### config.mk
export PLATFORM = sky130hd
export DESIGN_NAME = voxel_ray_traversal_unit
export DESIGN_NICKNAME = d
export VERILOG_FILES = /design/src/design/vrt_pkg.sv /design/src/design/voxel_ray_traversal_unit.sv
export SDC_FILE = /design/constraint.sdc
export NUM_CORES = 2
export LEC_CHECK = 0
export BUFFER_PORTS_ARGS = -buffer_cell sky130_fd_sc_hd__buf_4
export CORE_MARGIN = 4
export CORE_UTILIZATION = 65
export CTS_CLUSTER_DIAMETER = 50
export DETAILED_ROUTE_END_ITERATION = 8
export GPL_ROUTABILITY_DRIVEN = 0
export PLACE_DENSITY = 0.84
export SLEW_MARGIN = 25
export SYNTH_ARGS = -nofsm -noshare
export SYNTH_HDL_FRONTEND = slang
export SYNTH_SLANG_ARGS = --single-unit
export TNS_END_PERCENT = 30
### constraint.sdc
create_clock -name clk -period 22.2 [get_ports clk]
set_input_delay 3.33 -clock clk [delete_from_list [all_inputs] [get_ports clk]]
set_output_delay 3.33 -clock clk [all_outputs]
set_load 0.02 [all_outputs]
### src/design/vrt_pkg.sv
`default_nettype none
package vrt_pkg;

  // port widths
  localparam int IN_TDATA_W  = 176;
  localparam int OUT_TDATA_W = 56;
  localparam int OUT_TUSER_W = 2;

  // input kinds
  localparam logic ACT_START  = 1'b0;
  localparam logic ACT_ANSWER = 1'b1;

  // result status codes
  localparam logic [1:0] STATUS_PROBE = 2'd0;
  localparam logic [1:0] STATUS_HIT   = 2'd1;
  localparam logic [1:0] STATUS_MISS  = 2'd2;
  localparam logic [1:0] STATUS_OOR   = 2'd3;

  // face codes
  localparam logic [2:0] FACE_NONE = 3'd0;

  // per-axis step sign
  localparam logic [1:0] SIGN_ZERO = 2'b00;
  localparam logic [1:0] SIGN_POS  = 2'b01;
  localparam logic [1:0] SIGN_NEG  = 2'b11;

  localparam logic [31:0] T_MAX = 32'hFFFF_FFFF;

  // divider jobs: three boundary distances, three cell steps, then range
  localparam logic [2:0] JOB_REACH = 3'd6;

  typedef enum logic [2:0] {
    ST_IDLE,
    ST_SQ,
    ST_SQRT,
    ST_DIV_LOAD,
    ST_DIV_RUN,
    ST_START_OUT,
    ST_STEP
  } state_t;

endpackage
`default_nettype wire

### src/design/voxel_ray_traversal_unit.sv
// ray start: accept, sum of squares, 16-bit root, seven divides (skipped on zero
//   divisors) and output, all by one shared bit-serial divider and root unit
// answer (ray active): one compare, add and select step, then the registered result
// one transaction in flight; no input taken while a result waits on the output,
//   nor while a ray start or an answer is being worked
// synchronous active-high reset: no ray in progress, output empty
`default_nettype none
module voxel_ray_traversal_unit #(
  parameter int COORD_BITS = 16,
  parameter int FRAC_BITS  = 16
) (
  input  logic                              clk,
  input  logic                              rst,
  input  logic                              s_axis_tvalid,
  output logic                              s_axis_tready,
  // origin_x, origin_y, origin_z, dir_x, dir_y, dir_z, range, solid
  input  logic [vrt_pkg::IN_TDATA_W-1:0]    s_axis_tdata,
  // action
  input  logic [0:0]                        s_axis_tuser,
  output logic                              m_axis_tvalid,
  input  logic                              m_axis_tready,
  // voxel_x, voxel_y, voxel_z, face
  output logic [vrt_pkg::OUT_TDATA_W-1:0]   m_axis_tdata,
  // status
  output logic [vrt_pkg::OUT_TUSER_W-1:0]   m_axis_tuser
);

  localparam int CB       = COORD_BITS;
  localparam int SW       = 32 - FRAC_BITS;
  localparam int NC_SHIFT = 31 - FRAC_BITS;
  localparam logic signed [63:0] C_LO = -(64'sd1 <<< (COORD_BITS - 1));
  localparam logic signed [63:0] C_HI = (64'sd1 <<< (COORD_BITS - 1)) - 64'sd1;

  function automatic logic in_rng(input logic signed [63:0] v);
    in_rng = (v >= C_LO) && (v <= C_HI);
  endfunction

  vrt_pkg::state_t state, state_next;

  // latched input
  logic signed [31:0] origin [3];
  logic signed [15:0] dir [3];
  logic [23:0]        max_dist;
  logic               solid_r;

  // sequencing
  logic [1:0] idx;
  logic [2:0] job;
  logic [5:0] cnt;

  // shared squaring, root and divide unit
  logic [31:0] sq;
  logic [17:0] sqr_rem;
  logic [15:0] root;
  logic [47:0] num;
  logic [47:0] quot;
  logic [15:0] rem;
  logic [15:0] divisor;

  // ray state
  logic signed [CB-1:0] cell_pos [3];
  logic [31:0]          next_cross [3];
  logic [31:0]          cross_step [3];
  logic [1:0]           axis_sign [3];
  logic [31:0]          reach;
  logic [2:0]           entry_face;
  logic                 ray_active;

  // output register
  logic [1:0]  out_status;
  logic [15:0] out_vox [3];
  logic [2:0]  out_face;

  logic accept;
  logic do_load;

  // unpacked views
  logic [15:0]          ad [3];
  logic signed [SW-1:0] start_cell [3];
  logic                 start_ok;

  // divider job decode
  logic [15:0] job_div;
  logic [47:0] job_num;
  logic [1:0]  job_axis;
  logic [FRAC_BITS:0] bnd_dist;
  logic               div_zero;

  // divider step
  logic [16:0] rem_sh;
  logic        ge;
  logic [47:0] q_fin;

  // root step
  logic [19:0] rt_sh;
  logic [19:0] rt_trial;
  logic        rt_ge;

  // traversal step
  logic [32:0]        key [3];
  logic [1:0]         c;
  logic               miss;
  logic [2:0]         face;
  logic signed [CB:0] cur;
  logic signed [CB:0] moved;
  logic               moved_ok;

  assign accept = s_axis_tvalid && s_axis_tready;

  // per-axis views of the latched ray
  always_comb begin
    for (int a = 0; a < 3; a++) begin
      ad[a]         = dir[a][15] ? 16'(-dir[a]) : 16'(dir[a]);
      start_cell[a] = origin[a][31:FRAC_BITS];
    end
    start_ok = in_rng(64'(start_cell[0])) && in_rng(64'(start_cell[1]))
               && in_rng(64'(start_cell[2]));
  end

  // divider job operands
  always_comb begin
    job_axis = 2'd0;
    job_div  = root;
    job_num  = {1'b0, max_dist, 23'b0};
    case (job)
      3'd0, 3'd1, 3'd2: job_axis = job[1:0];
      3'd3:             job_axis = 2'd0;
      3'd4:             job_axis = 2'd1;
      3'd5:             job_axis = 2'd2;
      default:          job_axis = 2'd0;
    endcase
    bnd_dist = (dir[job_axis] > 0)
               ? ((FRAC_BITS+1)'(1) << FRAC_BITS)
                 - (FRAC_BITS+1)'(origin[job_axis][FRAC_BITS-1:0])
               : (FRAC_BITS+1)'(origin[job_axis][FRAC_BITS-1:0]);
    if (job < 3'd3) begin
      job_div = ad[job_axis];
      job_num = 48'((32'(bnd_dist)) << NC_SHIFT);
    end else if (job != vrt_pkg::JOB_REACH) begin
      job_div = ad[job_axis];
      job_num = 48'h0000_8000_0000;
    end
    div_zero = (job_div == 16'd0);
  end

  // restoring divide step, one quotient bit
  always_comb begin
    rem_sh = {rem, num[47]};
    ge     = rem_sh >= {1'b0, divisor};
    q_fin  = {quot[46:0], ge};
  end

  // square root step, one root bit
  always_comb begin
    rt_sh    = {sqr_rem, sq[31:30]};
    rt_trial = {2'b00, root, 2'b01};
    rt_ge    = rt_sh >= rt_trial;
  end

  // axis choice and step
  always_comb begin
    for (int a = 0; a < 3; a++) begin
      key[a] = (axis_sign[a] != vrt_pkg::SIGN_ZERO) ? {1'b0, next_cross[a]}
                                                    : 33'h1_0000_0000;
    end
    if (key[0] < key[1]) c = (key[0] < key[2]) ? 2'd0 : 2'd2;
    else                 c = (key[1] < key[2]) ? 2'd1 : 2'd2;
    miss = (axis_sign[c] == vrt_pkg::SIGN_ZERO) || (next_cross[c] > reach);
    face = {c, 1'b0} + ((axis_sign[c] == vrt_pkg::SIGN_POS) ? 3'd1 : 3'd2);
    cur  = (CB+1)'(cell_pos[c]);
    moved = (axis_sign[c] == vrt_pkg::SIGN_POS) ? cur + 2'sd1 : cur - 2'sd1;
    moved_ok = in_rng(64'(moved));
  end

  // next state
  always_comb begin
    state_next = state;
    unique case (state)
      vrt_pkg::ST_IDLE: begin
        if (accept) begin
          if (s_axis_tuser[0] == vrt_pkg::ACT_START) state_next = vrt_pkg::ST_SQ;
          else if (ray_active)                       state_next = vrt_pkg::ST_STEP;
        end
      end
      vrt_pkg::ST_SQ: begin
        if (idx == 2'd2) state_next = vrt_pkg::ST_SQRT;
      end
      vrt_pkg::ST_SQRT: begin
        if (cnt == 6'd0) state_next = vrt_pkg::ST_DIV_LOAD;
      end
      vrt_pkg::ST_DIV_LOAD: begin
        if (!div_zero)                          state_next = vrt_pkg::ST_DIV_RUN;
        else if (job == vrt_pkg::JOB_REACH)     state_next = vrt_pkg::ST_START_OUT;
      end
      vrt_pkg::ST_DIV_RUN: begin
        if (cnt == 6'd0) begin
          state_next = (job == vrt_pkg::JOB_REACH) ? vrt_pkg::ST_START_OUT
                                                   : vrt_pkg::ST_DIV_LOAD;
        end
      end
      vrt_pkg::ST_START_OUT: state_next = vrt_pkg::ST_IDLE;
      vrt_pkg::ST_STEP:      state_next = vrt_pkg::ST_IDLE;
      default:               state_next = vrt_pkg::ST_IDLE;
    endcase
  end

  // handshake outputs
  always_comb begin
    s_axis_tready = (state == vrt_pkg::ST_IDLE) && !m_axis_tvalid;
    do_load       = (state == vrt_pkg::ST_DIV_LOAD);
    m_axis_tuser  = out_status;
    m_axis_tdata  = {5'b0, out_face, out_vox[2], out_vox[1], out_vox[0]};
  end

  // control registers
  always_ff @(posedge clk) begin
    if (rst) begin
      state         <= vrt_pkg::ST_IDLE;
      ray_active    <= 1'b0;
      m_axis_tvalid <= 1'b0;
      idx           <= 2'd0;
      job           <= 3'd0;
      cnt           <= 6'd0;
    end else begin
      state <= state_next;
      if (m_axis_tvalid && m_axis_tready) m_axis_tvalid <= 1'b0;
      unique case (state)
        vrt_pkg::ST_IDLE: begin
          idx <= 2'd0;
        end
        vrt_pkg::ST_SQ: begin
          idx <= idx + 2'd1;
          cnt <= 6'd15;
        end
        vrt_pkg::ST_SQRT: begin
          cnt <= cnt - 6'd1;
          job <= 3'd0;
        end
        vrt_pkg::ST_DIV_LOAD: begin
          cnt <= 6'd47;
          if (div_zero) job <= job + 3'd1;
        end
        vrt_pkg::ST_DIV_RUN: begin
          cnt <= cnt - 6'd1;
          if (cnt == 6'd0) job <= job + 3'd1;
        end
        vrt_pkg::ST_START_OUT: begin
          ray_active    <= start_ok;
          m_axis_tvalid <= 1'b1;
        end
        vrt_pkg::ST_STEP: begin
          m_axis_tvalid <= 1'b1;
          if (solid_r || miss || !moved_ok) ray_active <= 1'b0;
        end
        default: ;
      endcase
    end
  end

  // datapath registers
  always_ff @(posedge clk) begin
    // input capture
    if (accept) begin
      origin[0] <= s_axis_tdata[31:0];
      origin[1] <= s_axis_tdata[63:32];
      origin[2] <= s_axis_tdata[95:64];
      dir[0]    <= s_axis_tdata[111:96];
      dir[1]    <= s_axis_tdata[127:112];
      dir[2]    <= s_axis_tdata[143:128];
      max_dist  <= s_axis_tdata[167:144];
      solid_r   <= s_axis_tdata[168];
      sq        <= 32'd0;
      sqr_rem   <= 18'd0;
      root      <= 16'd0;
    end

    // sum of squares, one axis a cycle
    if (state == vrt_pkg::ST_SQ) sq <= sq + (ad[idx] * ad[idx]);

    // root, one bit a cycle
    if (state == vrt_pkg::ST_SQRT) begin
      sq <= {sq[29:0], 2'b00};
      if (rt_ge) begin
        sqr_rem <= 18'(rt_sh - rt_trial);
        root    <= {root[14:0], 1'b1};
      end else begin
        sqr_rem <= rt_sh[17:0];
        root    <= {root[14:0], 1'b0};
      end
    end

    // divider load, zero divisors take their fixed results
    if (do_load) begin
      num     <= job_num;
      divisor <= job_div;
      rem     <= 16'd0;
      quot    <= 48'd0;
      if (div_zero) begin
        if (job < 3'd3)                     next_cross[job_axis] <= vrt_pkg::T_MAX;
        else if (job != vrt_pkg::JOB_REACH) cross_step[job_axis] <= 32'd0;
        else                                reach <= 32'd0;
      end
    end

    // divider iteration and result write
    if (state == vrt_pkg::ST_DIV_RUN) begin
      num  <= {num[46:0], 1'b0};
      quot <= q_fin;
      rem  <= ge ? 16'(rem_sh - {1'b0, divisor}) : rem_sh[15:0];
      if (cnt == 6'd0) begin
        if (job < 3'd3)                     next_cross[job_axis] <= q_fin[31:0];
        else if (job != vrt_pkg::JOB_REACH) cross_step[job_axis] <= q_fin[31:0];
        else reach <= (q_fin[47:32] != 16'd0) ? vrt_pkg::T_MAX : q_fin[31:0];
      end
    end

    // first probe or out of range at start
    if (state == vrt_pkg::ST_START_OUT) begin
      entry_face <= vrt_pkg::FACE_NONE;
      out_face   <= vrt_pkg::FACE_NONE;
      out_status <= start_ok ? vrt_pkg::STATUS_PROBE : vrt_pkg::STATUS_OOR;
      for (int a = 0; a < 3; a++) begin
        out_vox[a]  <= 16'(start_cell[a]);
        cell_pos[a] <= CB'(start_cell[a]);
        if (dir[a] == 16'sd0)    axis_sign[a] <= vrt_pkg::SIGN_ZERO;
        else if (dir[a][15])     axis_sign[a] <= vrt_pkg::SIGN_NEG;
        else                     axis_sign[a] <= vrt_pkg::SIGN_POS;
      end
    end

    // answer: hit, miss, out of range or next probe
    if (state == vrt_pkg::ST_STEP) begin
      // stepped axis shows the moved cell, the others stay
      for (int a = 0; a < 3; a++) begin
        out_vox[a] <= (!solid_r && !miss && (a == int'(c))) ? 16'(moved)
                                                            : 16'(cell_pos[a]);
      end
      if (solid_r) begin
        out_status <= vrt_pkg::STATUS_HIT;
        out_face   <= entry_face;
      end else if (miss) begin
        out_status <= vrt_pkg::STATUS_MISS;
        out_face   <= vrt_pkg::FACE_NONE;
      end else begin
        out_face   <= face;
        if (!moved_ok) begin
          out_status <= vrt_pkg::STATUS_OOR;
        end else begin
          out_status    <= vrt_pkg::STATUS_PROBE;
          cell_pos[c]   <= CB'(moved);
          entry_face    <= face;
          next_cross[c] <= ({1'b0, next_cross[c]} + {1'b0, cross_step[c]} > 33'(vrt_pkg::T_MAX))
                           ? vrt_pkg::T_MAX : next_cross[c] + cross_step[c];
        end
      end
    end
  end

endmodule
`default_nettype wire

==> impl_metrics.py <==
metrics = {
    "clock_tree": {
        "cts_buffer_depth": 3,
        "clock_latency_ps": 650,
        "htreeDepth": 3,
        "cts-resized-gates": 0,
        "cts_tree": "yes",
        "clock-root-buffer": "clkbuf_16",
        "hold_buffers": 0,
        "clock-sinks": 697,
        "cts_buffers": 84,
        "clk_pin_slew_worst_paths_ps": 60,
        "post-cts-setup-buffer-count": 0,
    },
    "grt": {
        "antenna_found_initial": 4,
        "grt_pass1_vias": 32715,
        "grt_overflow_total": 0,
        "grt_max_degree": 102,
        "grtUsageTotal": 0.2950,
        "grt_first_pass_wirelength_um": 173100,
    },
    "route": {
        "vias": 32879,
        "drt_pass1_iterations": 6,
        "ant_nets": 0,
        "drtIter0Drc": 3514,
        "route.detailed.drc": 0,
        "avgViaCountPerCell": 6.130,
        "routed_wl_um": 110300,
        "wl_per_cell_um": 20.57,
    },
    "final_layout": {
        "drive_above_1_share": 0.1105,
        "nFillCells": 4485,
        "final_core_utilization": 0.7359,
        "syn_to_final_growth_pct": 12.40,
        "nets": 5103,
        "instances_no_fill": 5364,
    },
    "setup_path": {
        "critPathMaxStageDelay_ps": 820,
        "end_kind": "flop",
        "critPathRequiredTime_ps": 22480,
        "critPathLaunchType": "flop",
        "crit_type": "reg -> reg",
        "worst_path_most_repeated_cell": "buf_4",
        "reg2regPathDepth": 33,
        "r2r-start": "axis_sign[1][0]",
        "worst_ep_arrival_time_ps": 10310,
        "worstSetupStartpoint": "axis_sign[1][0]",
        "cp_slowest_cell": "nor3_4",
        "crit_fanout": 67,
    },
    "hold_path": {
        "hp-start": "reach[22]",
        "hold_depth": 2,
        "worstHoldPathType": "reg -> reg",
    },
    "timing": {
        "tightest_slew_ps": 1125,
        "fin_hold_ws_ps": 454.9,
        "period_needed_ps": 10030,
        "skew_ps": 29.90,
        "relSlewSlack": 0.2497,
        "rsz0062_at_grt": "false",
        "timing.final.crit_share": 0.4519,
        "setup_violations": 0,
        "tns_ps": 0,
        "fmax_mhz": 99.67,
        "hold_viol": 0,
        "finalMaxSlewViolations": 0,
    },
    "run": {
        "max_cap_viol_count": 0,
    },
    "yosys": {
        "yosys_warnings": 0,
        "syn_area_sq_um": 44830,
        "ys.flop_type": "edfxtp_1",
        "syn_inst": 4206,
        "ys_seq_elements": 697,
        "async_flop_share": 0,
        "synth-seq-area-share": 0.4549,
        "ys_types": 89,
        "synth_edf_count": 643,
        "syn_avg_cell_area_sq_um": 10.66,
    },
    "place": {
        "place_inst": 5200,
        "dp_hpwl_um": 78940,
        "port-buffer-count": 228,
    },
    "floorplanning": {
        "dieArea_sq_um": 73230,
        "io_pins": 241,
        "die_h_um": 270.6,
        "die_w_um": 270.6,
        "rows": 96,
        "coreArea_sq_um": 68470,
        "start_util": 0.6547,
    },
    "outcome": {
        "status": "finished clean",
    },
}
==> routing by layer <==
metal	track usage	vias up	routed length [um]
li1	-	15152	-
met1	0.3935	16035	43710
met2	0.4943	1418	53950
met3	0.04470	274	8337
met4	0.1117	0	4347
met5	0	-	0
==> state kept, by name (all words and copies together) (netlist names), 6 cells and up <==
signal and count:
out_vox 48, cross_step 96, axis_sign 6, cnt 6, sq 32, root 16, origin 96, max_dist 24
sqr_rem 18, num 33, reach 32, rem 16, cell_pos 48, divisor 16, next_cross 96, quot 47
dir 48
==> cell usage after synthesis, types with 43 or more instances <==
cell type,instances,share of area
edfxtp_1,643,0.43
nand3_1,44,0.0049
fa_1,198,0.088
ha_1,317,0.088
nor3_1,43,0.0048
o21ai_0,222,0.025
clkbuf_1,138,0.012
nor2b_1,57,0.0080
mux2i_1,184,0.041
xor2_1,70,0.014
a21o_1,51,0.0085
inv_1,440,0.037
nand2_1,380,0.032
nor2_1,404,0.034
and2_1,50,0.0070
a21oi_1,280,0.031
xnor2_1,77,0.015
dfxtp_1,54,0.024
and3_1,65,0.0091
==> cell families (layout without fill, tap and decap cells) <==
| group | after synthesis | after routing | synth area share |
|---|---|---|---|
| compound gates | 802 | 802 | 0.1102 |
| xor+xnor | 149 | 149 | 0.02945 |
| fa+ha+maj | 515 | 515 | 0.1769 |
| buf+inv | 619 | 876 | 0.05334 |
| flops | 697 | 697 | 0.4549 |
| mux | 229 | 229 | 0.05248 |
| other cells | 2 | 21 | 0.0001675 |
| simple gates | 1193 | 1193 | 0.1226 |
==> cell usage in the layout, fill, tap and decap left out, types with 28 or more instances in the layout <==
master	n
nand2_1	376
a21oi_1	279
clkbuf_16	85
edfxtp_1	643
dfxtp_1	54
nand3_1	44
nor2_1	398
xnor2_1	77
a21o_1	51
and3_1	65
xor2_1	70
mux2i_1	184
fa_1	198
and2_1	49
buf_4	273
nand2b_1	28
ha_1	317
nand4_1	31
o21ai_0	221
nor2b_1	57
nor3_1	40
inv_1	439
==> worst max-delay path, delay by kind of cell, from the launching register on <==
family	cells	cell delay (ps)
AND/OR/NAND/NOR	11	3180
AO/OA/AOI/OAI	13	2820
buffers and inverters	6	1930
adder cells (fa/ha/maj)	2	770
flip-flops	1	460
XOR/XNOR	1	350
==> worst paths after layout <==
check	endpoint	slack, ps
worst max-delay path	next_cross[2][22]	12170
worst min-delay path	reach[22]	450
worst max register to register	next_cross[2][22]	12170
worst min register to register	reach[22]	450
==> layout make-up <==
| cell class | instances | area, sq um | area share |
|---|---|---|---|
| Antenna cell | 4 | 10.01 | 0.0001987 |
| Clock buffer | 97 | 2202 | 0.04371 |
| Inverter | 443 | 1668 | 0.03310 |
| Multi-Input combinational cell | 2905 | 22250 | 0.4417 |
| Clock inverter | 60 | 640.6 | 0.01271 |
| Sequential cell | 697 | 20390 | 0.4047 |
| Timing Repair Buffer | 276 | 2117 | 0.04202 |
| Tap cell | 882 | 1104 | 0.02190 |
==> stage by stage <==
step           setup WS (ps)  instance area, sq um
3_5_place_dp           12350                 47450
2_1_floorplan          12380                 44880
4_1_cts                12290                 50300
5_1_grt                11670                 50380
6_report               12170                 50380
3_3_place_gp           12520                 47440
Power is left out: the tool's default activity adds up to more than one toggle a clock period on the data nets, which glitch-free logic cannot reach.
